[config.mk]
export PLATFORM = sky130hd
export DESIGN_NAME = aabb_collision_resolver_unit
export DESIGN_NICKNAME = d
export VERILOG_FILES = /design/src/hw/rtl/aabb_pkg.sv /design/src/hw/rtl/aabb_geom.sv /design/src/hw/rtl/aabb_move.sv /design/src/hw/rtl/aabb_collision_resolver_unit.sv
export SDC_FILE = /design/constraint.sdc
export NUM_CORES = 1
export LEC_CHECK = 0
export ABC_AREA = 0
export BUFFER_PORTS_ARGS = -buffer_cell sky130_fd_sc_hd__clkbuf_2
export CELL_PAD_IN_SITES_DETAIL_PLACEMENT = 1
export CELL_PAD_IN_SITES_GLOBAL_PLACEMENT = 1
export CORE_MARGIN = 1
export CORE_UTILIZATION = 30
export CTS_BUF_LIST = sky130_fd_sc_hd__clkbuf_4 sky130_fd_sc_hd__clkbuf_8 sky130_fd_sc_hd__clkbuf_16
export CTS_CLUSTER_SIZE = 14
export DETAILED_ROUTE_END_ITERATION = 8
export GPL_TIMING_DRIVEN = 1
export PLACE_DENSITY = 0.63
export SLEW_MARGIN = 5
export SYNTH_ARGS = -nofsm -noshare
export SYNTH_HDL_FRONTEND = slang
export SYNTH_SLANG_ARGS = --single-unit
[constraint.sdc]
create_clock -name clock -period 28.9 [get_ports clock]
set_input_delay 5.78 -clock clock [delete_from_list [all_inputs] [get_ports clock]]
set_output_delay 5.78 -clock clock [all_outputs]
set_load 0.005 [all_outputs]
[src/hw/rtl/aabb_pkg.sv]
// ----------------------------------------------------------------------------
// AABB collision package
// Widths, contact codes and the beat structures shared by the resolver
// stages.
// ----------------------------------------------------------------------------
package aabb_pkg;

   localparam int COORD_BITS   = 16;
   localparam int SIZE_BITS    = 12;
   localparam int PUSH_BITS    = 9;
   localparam int FRAC_BITS    = 8;
   localparam int CONTACT_BITS = 4;
   // Doubled-unit geometry needs room for twice a coordinate difference plus
   // a size, and a sign.
   localparam int WIDE_BITS    = ((COORD_BITS > SIZE_BITS) ? COORD_BITS : SIZE_BITS) + 3;
   localparam int MAG_BITS     = SIZE_BITS + 1;

   localparam logic [PUSH_BITS-1:0] FULL_PUSH = PUSH_BITS'(1 << FRAC_BITS);

   localparam logic FUNC_RESOLVE = 1'b0;
   localparam logic FUNC_DETECT  = 1'b1;

   localparam logic [CONTACT_BITS-1:0] CONTACT_NONE  = 4'd0;
   localparam logic [CONTACT_BITS-1:0] OVERLAP_RIGHT = 4'd1;
   localparam logic [CONTACT_BITS-1:0] OVERLAP_LEFT  = 4'd2;
   localparam logic [CONTACT_BITS-1:0] OVERLAP_DOWN  = 4'd3;
   localparam logic [CONTACT_BITS-1:0] OVERLAP_TOP   = 4'd4;
   localparam logic [CONTACT_BITS-1:0] TOUCH_RIGHT   = 4'd5;
   localparam logic [CONTACT_BITS-1:0] TOUCH_LEFT    = 4'd6;
   localparam logic [CONTACT_BITS-1:0] TOUCH_DOWN    = 4'd7;
   localparam logic [CONTACT_BITS-1:0] TOUCH_TOP     = 4'd8;

   typedef struct packed {
      logic                         func;
      logic signed [COORD_BITS-1:0] this_x;
      logic signed [COORD_BITS-1:0] this_y;
      logic [SIZE_BITS-1:0]         this_w;
      logic [SIZE_BITS-1:0]         this_h;
      logic signed [COORD_BITS-1:0] other_x;
      logic signed [COORD_BITS-1:0] other_y;
      logic [SIZE_BITS-1:0]         other_w;
      logic [SIZE_BITS-1:0]         other_h;
      logic [PUSH_BITS-1:0]         push_frac;
   } req_type;

   // Geometry stage result: classification plus what the move stage needs.
   typedef struct packed {
      logic [CONTACT_BITS-1:0]      contact;
      logic signed [COORD_BITS-1:0] this_x;
      logic signed [COORD_BITS-1:0] this_y;
      logic signed [COORD_BITS-1:0] other_x;
      logic signed [COORD_BITS-1:0] other_y;
      logic                         move_en;
      logic                         axis_y;
      logic                         dir_pos;
      logic                         full;
      logic [MAG_BITS-1:0]          mag;
      logic [PUSH_BITS-1:0]         factor;
      logic signed [WIDE_BITS-1:0]  other_adj;
      logic signed [WIDE_BITS-1:0]  snap;
   } geom_type;

   typedef struct packed {
      logic [CONTACT_BITS-1:0]      contact;
      logic signed [COORD_BITS-1:0] this_new_x;
      logic signed [COORD_BITS-1:0] this_new_y;
      logic signed [COORD_BITS-1:0] other_new_x;
      logic signed [COORD_BITS-1:0] other_new_y;
   } rsp_type;

endpackage

[src/hw/rtl/aabb_geom.sv]
// ----------------------------------------------------------------------------
// AABB geometry stage
// Measures the penetration on both axes, classifies the contact and prepares
// the operands of the push-apart move.
// ----------------------------------------------------------------------------
module aabb_geom (
   input  aabb_pkg::req_type  req,
   output aabb_pkg::geom_type geom
);

   localparam int C = aabb_pkg::COORD_BITS;
   localparam int S = aabb_pkg::SIZE_BITS;
   localparam int W = aabb_pkg::WIDE_BITS;

   logic signed [W-1:0] tx_e, ty_e, ox_e, oy_e;
   logic signed [W-1:0] tw_e, th_e, ow_e, oh_e;
   logic signed [W-1:0] sum_w, sum_h;
   logic signed [W-1:0] dx_r, dy_r, ix_r, iy_r;
   logic signed [W-1:0] dx_d, dy_d, ix_d, iy_d;
   logic signed [W-1:0] abs_dx_r, abs_dy_r, abs_dx_d, abs_dy_d;
   logic signed [W-1:0] pen, neg_pen, mag_e;
   logic signed [W-1:0] t_sel, o_sel, t_size, o_size;
   logic                overlap, x_axis, dir_pos, full;
   logic [aabb_pkg::PUSH_BITS-1:0] push_clamped;
   logic [aabb_pkg::CONTACT_BITS-1:0] contact;

   function automatic logic [aabb_pkg::CONTACT_BITS-1:0] classify(
      input logic use_x,
      input logic dx_pos,
      input logic dy_pos,
      input logic touch
   );
      logic [aabb_pkg::CONTACT_BITS-1:0] code;
      priority if (use_x && dx_pos) begin
         code = touch ? aabb_pkg::TOUCH_RIGHT : aabb_pkg::OVERLAP_RIGHT;
      end else if (use_x) begin
         code = touch ? aabb_pkg::TOUCH_LEFT : aabb_pkg::OVERLAP_LEFT;
      end else if (dy_pos) begin
         code = touch ? aabb_pkg::TOUCH_DOWN : aabb_pkg::OVERLAP_DOWN;
      end else begin
         code = touch ? aabb_pkg::TOUCH_TOP : aabb_pkg::OVERLAP_TOP;
      end
      return code;
   endfunction

   always_comb begin
      tx_e = {{(W-C){req.this_x[C-1]}}, req.this_x};
      ty_e = {{(W-C){req.this_y[C-1]}}, req.this_y};
      ox_e = {{(W-C){req.other_x[C-1]}}, req.other_x};
      oy_e = {{(W-C){req.other_y[C-1]}}, req.other_y};
      tw_e = {{(W-S){1'b0}}, req.this_w};
      th_e = {{(W-S){1'b0}}, req.this_h};
      ow_e = {{(W-S){1'b0}}, req.other_w};
      oh_e = {{(W-S){1'b0}}, req.other_h};
      sum_w = ow_e + tw_e;
      sum_h = oh_e + th_e;

      // Resolve mode works on doubled centres.
      dx_r = (ox_e <<< 1) + ow_e - (tx_e <<< 1) - tw_e;
      dy_r = (oy_e <<< 1) + oh_e - (ty_e <<< 1) - th_e;
      abs_dx_r = dx_r[W-1] ? -dx_r : dx_r;
      abs_dy_r = dy_r[W-1] ? -dy_r : dy_r;
      ix_r = abs_dx_r - sum_w;
      iy_r = abs_dy_r - sum_h;

      // Detect mode uses centres rounded down to whole units.
      dx_d = (ox_e + (ow_e >>> 1)) - (tx_e + (tw_e >>> 1));
      dy_d = (oy_e + (oh_e >>> 1)) - (ty_e + (th_e >>> 1));
      abs_dx_d = dx_d[W-1] ? -dx_d : dx_d;
      abs_dy_d = dy_d[W-1] ? -dy_d : dy_d;
      ix_d = (abs_dx_d <<< 1) - sum_w;
      iy_d = (abs_dy_d <<< 1) - sum_h;

      push_clamped = (req.push_frac > aabb_pkg::FULL_PUSH) ? aabb_pkg::FULL_PUSH
                                                           : req.push_frac;
      full    = (push_clamped == aabb_pkg::FULL_PUSH);
      overlap = (ix_r < 0) && (iy_r < 0);
      x_axis  = ix_r > iy_r;
      dir_pos = x_axis ? (dx_r > 0) : (dy_r > 0);

      pen     = x_axis ? ix_r : iy_r;
      neg_pen = -pen;
      mag_e   = {{(W-S-1){1'b0}}, neg_pen[S:0]};
      t_sel   = x_axis ? tx_e : ty_e;
      o_sel   = x_axis ? ox_e : oy_e;
      t_size  = x_axis ? tw_e : th_e;
      o_size  = x_axis ? ow_e : oh_e;

      contact = aabb_pkg::CONTACT_NONE;
      if (req.func == aabb_pkg::FUNC_RESOLVE) begin
         priority if (overlap) begin
            contact = classify(x_axis, dx_r > 0, dy_r > 0, full);
         end else if ((ix_r == 0) && (iy_r < 0)) begin
            contact = (dx_d > 0) ? aabb_pkg::TOUCH_RIGHT : aabb_pkg::TOUCH_LEFT;
         end else if ((iy_r == 0) && (ix_r < 0) && (dy_d < 0)) begin
            contact = aabb_pkg::TOUCH_TOP;
         end else begin
            contact = aabb_pkg::CONTACT_NONE;
         end
      end else begin
         priority if ((ix_d < 0) && (iy_d < 0)) begin
            contact = classify(ix_d > iy_d, dx_d > 0, dy_d > 0, 1'b0);
         end else if ((ix_d <= 0) && (iy_d <= 0)) begin
            contact = classify(ix_d > iy_d, dx_d > 0, dy_d > 0, 1'b1);
         end else begin
            contact = aabb_pkg::CONTACT_NONE;
         end
      end

      geom.contact   = contact;
      geom.this_x    = req.this_x;
      geom.this_y    = req.this_y;
      geom.other_x   = req.other_x;
      geom.other_y   = req.other_y;
      geom.move_en   = (req.func == aabb_pkg::FUNC_RESOLVE) && overlap;
      geom.axis_y    = !x_axis;
      geom.dir_pos   = dir_pos;
      geom.full      = full;
      geom.mag       = neg_pen[S:0];
      geom.factor    = aabb_pkg::FULL_PUSH - push_clamped;
      // The other box is first pushed clear by the whole penetration; the
      // move stage then hands back the share that falls to it.
      geom.other_adj = dir_pos ? (o_sel + mag_e) : (o_sel - mag_e);
      geom.snap      = dir_pos ? (t_sel + t_size) : (t_sel - o_size);
   end

endmodule

[src/hw/rtl/aabb_move.sv]
// ----------------------------------------------------------------------------
// AABB move stage
// Scales the penetration by the push share, applies the move to both boxes
// and saturates the new positions.
// ----------------------------------------------------------------------------
module aabb_move (
   input  aabb_pkg::geom_type geom,
   output aabb_pkg::rsp_type  rsp
);

   localparam int C = aabb_pkg::COORD_BITS;
   localparam int M = aabb_pkg::MAG_BITS;
   localparam int W = aabb_pkg::WIDE_BITS;
   localparam int P = aabb_pkg::PUSH_BITS;
   localparam int F = aabb_pkg::FRAC_BITS;

   logic [M+P-1:0]      prod;
   logic signed [W-1:0] share_e, t_e, new_this, new_other;
   logic signed [C-1:0] sat_this, sat_other;

   function automatic logic signed [C-1:0] saturate(input logic signed [W-1:0] v);
      logic signed [C-1:0] r;
      if ((&v[W-1:C-1]) || !(|v[W-1:C-1])) begin
         r = v[C-1:0];
      end else if (v[W-1]) begin
         r = {1'b1, {(C-1){1'b0}}};
      end else begin
         r = {1'b0, {(C-1){1'b1}}};
      end
      return r;
   endfunction

   always_comb begin
      // The product never exceeds mag shifted up by the fraction bits, so the
      // truncated share fits in the width of mag.
      prod    = {{P{1'b0}}, geom.mag} * {{M{1'b0}}, geom.factor};
      share_e = {{(W-M){1'b0}}, prod[M+F-1:F]};
      t_e     = geom.axis_y ? {{(W-C){geom.this_y[C-1]}}, geom.this_y}
                            : {{(W-C){geom.this_x[C-1]}}, geom.this_x};

      if (geom.full) begin
         new_this  = t_e;
         new_other = geom.snap;
      end else if (geom.dir_pos) begin
         new_this  = t_e - share_e;
         new_other = geom.other_adj - share_e;
      end else begin
         new_this  = t_e + share_e;
         new_other = geom.other_adj + share_e;
      end
      sat_this  = saturate(new_this);
      sat_other = saturate(new_other);

      rsp.contact     = geom.contact;
      rsp.this_new_x  = geom.this_x;
      rsp.this_new_y  = geom.this_y;
      rsp.other_new_x = geom.other_x;
      rsp.other_new_y = geom.other_y;
      if (geom.move_en && geom.axis_y) begin
         rsp.this_new_y  = sat_this;
         rsp.other_new_y = sat_other;
      end else if (geom.move_en) begin
         rsp.this_new_x  = sat_this;
         rsp.other_new_x = sat_other;
      end
   end

endmodule

[src/hw/rtl/aabb_collision_resolver_unit.sv]
// ----------------------------------------------------------------------------
// AABB collision resolver
// Contact test and push-apart resolution of two axis-aligned boxes.
// ----------------------------------------------------------------------------
//  Channel   Ports                 Handshake
//  request   start, busy, req_*    beat taken when start is high, busy low
//  result    rsp_valid, rsp_*      one-cycle strobe, always taken
//
//  One beat is taken every cycle; busy is never raised.
//  The result strobe rises when the result register is loaded; a request
//  passes through the input register, the geometry register and the result
//  register.
//  The geometry stage and the single push multiplier set the clock period.
//  Reset clears the valid flags only; results in flight are dropped, none is invented.
// ----------------------------------------------------------------------------
module aabb_collision_resolver_unit (
   input  logic                                       clock,
   input  logic                                       reset,
   input  logic                                       start,
   output logic                                       busy,
   input  logic                                       req_func,
   input  logic signed [aabb_pkg::COORD_BITS-1:0]     req_this_x,
   input  logic signed [aabb_pkg::COORD_BITS-1:0]     req_this_y,
   input  logic [aabb_pkg::SIZE_BITS-1:0]             req_this_w,
   input  logic [aabb_pkg::SIZE_BITS-1:0]             req_this_h,
   input  logic signed [aabb_pkg::COORD_BITS-1:0]     req_other_x,
   input  logic signed [aabb_pkg::COORD_BITS-1:0]     req_other_y,
   input  logic [aabb_pkg::SIZE_BITS-1:0]             req_other_w,
   input  logic [aabb_pkg::SIZE_BITS-1:0]             req_other_h,
   input  logic [aabb_pkg::PUSH_BITS-1:0]             req_push_frac,
   output logic                                       rsp_valid,
   output logic [aabb_pkg::CONTACT_BITS-1:0]          rsp_contact,
   output logic signed [aabb_pkg::COORD_BITS-1:0]     rsp_this_new_x,
   output logic signed [aabb_pkg::COORD_BITS-1:0]     rsp_this_new_y,
   output logic signed [aabb_pkg::COORD_BITS-1:0]     rsp_other_new_x,
   output logic signed [aabb_pkg::COORD_BITS-1:0]     rsp_other_new_y
);

   logic               accept;
   logic               req_valid_ff, geom_valid_ff, rsp_valid_ff;
   aabb_pkg::req_type  req_ff, req_in;
   aabb_pkg::geom_type geom_ff, geom_in;
   aabb_pkg::rsp_type  rsp_ff, rsp_in;

   assign busy   = 1'b0;
   assign accept = start && !busy;

   always_comb begin
      req_in.func      = req_func;
      req_in.this_x    = req_this_x;
      req_in.this_y    = req_this_y;
      req_in.this_w    = req_this_w;
      req_in.this_h    = req_this_h;
      req_in.other_x   = req_other_x;
      req_in.other_y   = req_other_y;
      req_in.other_w   = req_other_w;
      req_in.other_h   = req_other_h;
      req_in.push_frac = req_push_frac;
   end

   aabb_geom u_geom (
      .req  (req_ff),
      .geom (geom_in)
   );

   aabb_move u_move (
      .geom (geom_ff),
      .rsp  (rsp_in)
   );

   always_ff @(posedge clock) begin
      if (reset) begin
         req_valid_ff  <= 1'b0;
         geom_valid_ff <= 1'b0;
         rsp_valid_ff  <= 1'b0;
      end else begin
         req_valid_ff  <= accept;
         geom_valid_ff <= req_valid_ff;
         rsp_valid_ff  <= geom_valid_ff;
      end
   end

   always_ff @(posedge clock) begin
      if (accept) begin
         req_ff <= req_in;
      end
      if (req_valid_ff) begin
         geom_ff <= geom_in;
      end
      if (geom_valid_ff) begin
         rsp_ff <= rsp_in;
      end
   end

   assign rsp_valid       = rsp_valid_ff;
   assign rsp_contact     = rsp_ff.contact;
   assign rsp_this_new_x  = rsp_ff.this_new_x;
   assign rsp_this_new_y  = rsp_ff.this_new_y;
   assign rsp_other_new_x = rsp_ff.other_new_x;
   assign rsp_other_new_y = rsp_ff.other_new_y;

endmodule

==> metrics <==
Worst EP arrival=15360 ps; worst setup path start=req_ff[26]$_DFFE_PP_; Primary FF master, synth=edfxtp_1; endpoints failing hold=0; post-route ant nets=0; RSZ-0062 raised after global routing=no; DR pass1 iterations=6; Synth cell types=96; grt ovf=0; via count=24723; CTS root buf=clkbuf_16; Core Util, Final=34.1%; CP most frequent cell=o21ai_0; chip height=322 µm; #FFs+latches synth=325; synth warn=0; Initial Util=30.3%; CTS Sinks=325; I/O pin count=195; clock-pin slew on the worst setup and hold paths=60 ps; Hold Slack=419 ps; H-tree levels=2; # fillers=roughly 12000; layout cells sized above 1=10.6%; Area Overhead vs Synth=12.6%; drt wl/cell=23.8 µm; fmax=between 60 and 70 MHz; Die Area=between 100000 and 150000 µm²; Slew Limit Fails=0; Max Cap Violations=0; min-delay src=geom_ff[131]$_DFFE_PP_; CTS tree=built; Post-CTS Resized=0; port buffer count=between 150 and 200; Crit Path Category=register to register; core area=102000 µm²; largest net degree at the start of global routing=70; Final period util=51.9%; row count=117; share of the synthesized area in the top cell type=31.4%; Post-CTS Setup Repair Bufs=0; DRC=0; Syn Area/Cell=9.40 µm²; Req. time, crit path=29250 ps; number of synthesized flops with an enable pin=322; post-DP HPWL=95500 µm; nets@finish=about 4000; Rel. slew slack=17.6%; Area after DPL=33200 µm²; Total GRT Usage=22.2%; Die Span X=322 µm; slowest stage delay, CP=720 ps; GPL Wtd Cong=slightly above 0.9; Netlist Area Pre-Place=30800 µm²; final setup TNS=0 ps; final setup vio count=0; largest cells by area after synthesis=edfxtp_1 31%, ha_1 13%, fa_1 9.0%; async set-reset flop share out of synthesis=0%; Worst Hold Class=register to register; Detailed Route Iter0 Violations=1663; crit path max fanout=42; CTS Hold Buffers Added=0; initial antenna violation count=8; sequential-to-total area share from yosys stat=roughly a third; number of global-route vias before repair=about 26000; CTS Buf Count=44; Finished Cell Area=34700 µm²; CP max-delay cell=maj3_4; Clock Skew=37.8 ps; total wire length=115000 µm; Worst-Skew Late Latency=640 ps; Largest delay share family, worst path=compound AO/OA/AOI/OAI gates; first-pass GRT wire length=about 170000 µm; Min Clock Period, post-route=15010 ps; Tightest Pin Transition=1200 ps; area leader, netlist=edfxtp_1; outcome=completed; Worst setup SP type=register; cell count after synthesis=approximately 3300; FF-to-FF Start=req_ff[26]$_DFFE_PP_; Vias/cell=5.12; post-synthesis net count=3848; Worst Setup End Kind=register; Buf/Inv on CP=3; Longest Clk Path Bufs=3
==> cells in the mapped netlist, types with 35 or more instances <==
master	number
nor2_1	201
o21ai_0	205
a21o_1	68
xor2_1	93
xnor2_1	227
fa_1	138
edfxtp_1	322
ha_1	311
inv_1	363
o21bai_1	35
nor3_1	46
a21oi_1	229
nand2_1	327
nand3_1	47
and2_1	57
clkbuf_1	83
==> final cells by class <==
class | count | area (µm²) | area share [%]
antenna | 2 | 5.00 | 0.0144
sequential | 325 | 9740 | 28.1
tap | 1368 | 1710 | 4.94
multi-input combinational | 2481 | 19300 | 55.5
clock inverter | 28 | 308 | 0.888
timing repair buffer | 212 | 1110 | 3.22
inverter | 364 | 1370 | 3.94
clock buffer | 53 | 1170 | 3.37
==> cells by family after synthesis <==
group	count (synthesis)	share of synthesized area, %
AO/OA/AOI/OAI	743	15.0
XOR/XNOR	322	9.23
adder cells (fa/ha/maj)	450	21.7
buffers and inverters	468	5.86
flip-flops	325	31.6
multiplexers	75	2.82
other	1	0.0122
AND/OR/NAND/NOR	890	13.8
==> path summary, 6_finish.rpt <==
path,endpoint,slack (ps),depth (start not counted)
worst max-delay path,geom_ff[37]$_DFFE_PP_,13890,62
worst min register to register,rsp_contact[3]$_DFFE_PP_,420,0
worst max register to register,geom_ff[37]$_DFFE_PP_,13890,62
worst min-delay path,rsp_contact[3]$_DFFE_PP_,420,0
==> registers in the layout, summed over array words and instances, names as in the netlist <==
signal and cells:
geom_ff 132, geom_valid_ff 1, req_ff 122, req_valid_ff 1
rsp_contact 4, rsp_other_new_x 16, rsp_other_new_y 16, rsp_this_new_x 16
rsp_this_new_y 16, rsp_valid 1
==> placed cells by master, fill, tap and decap left out, types with 8 or more instances in the layout <==
master     count
mux2i_1       32
buf_4         19
inv_1        363
nor3_1        46
o21bai_1      35
a21o_1        68
nand2_1      327
edfxtp_1     322
or2_2         15
or3_1         23
o21a_1        21
o21ai_0      205
xor2_1        93
and2_1        57
a21boi_0      28
or4_1         10
clkbuf_2     192
o31ai_1       17
a211oi_1      13
nor2b_1       29
xnor2_1      227
o211ai_1      22
clkinv_1       8
nand3_1       47
nand4_1       27
a31oi_1       17
fa_1         138
mux2_2        33
and3_1        21
nor4_1        18
nand2b_1      33
nor2_1       201
a21oi_1      229
clkbuf_4       9
clkbuf_16     44
ha_1         311
a211o_1       17
==> per-layer routing <==
| layer | global-route usage (%) | vias to the layer above | share of wire, % |
|---|---|---|---|
| met5 | 0 | - | 0 |
| met4 | 5.89 | 0 | 2.8 |
| met3 | 2.34 | 124 | 4.0 |
| met2 | 37.4 | 546 | 48 |
| met1 | 30.1 | 12366 | 46 |
| li1 | - | 11687 | - |
==> per-stage QoR <==
stage | instances | setup WS [ps]
2_1_floorplan | 3274 | 16200
3_3_place_gp | 4750 | 14470
3_5_place_dp | 4750 | 14130
4_1_cts | 4831 | 14010
5_1_grt | 4831 | 12480
6_report | 4833 | 13890
Power is not shown: default switching activity piles up to over one toggle a cycle in this logic, so the estimate is an artifact.
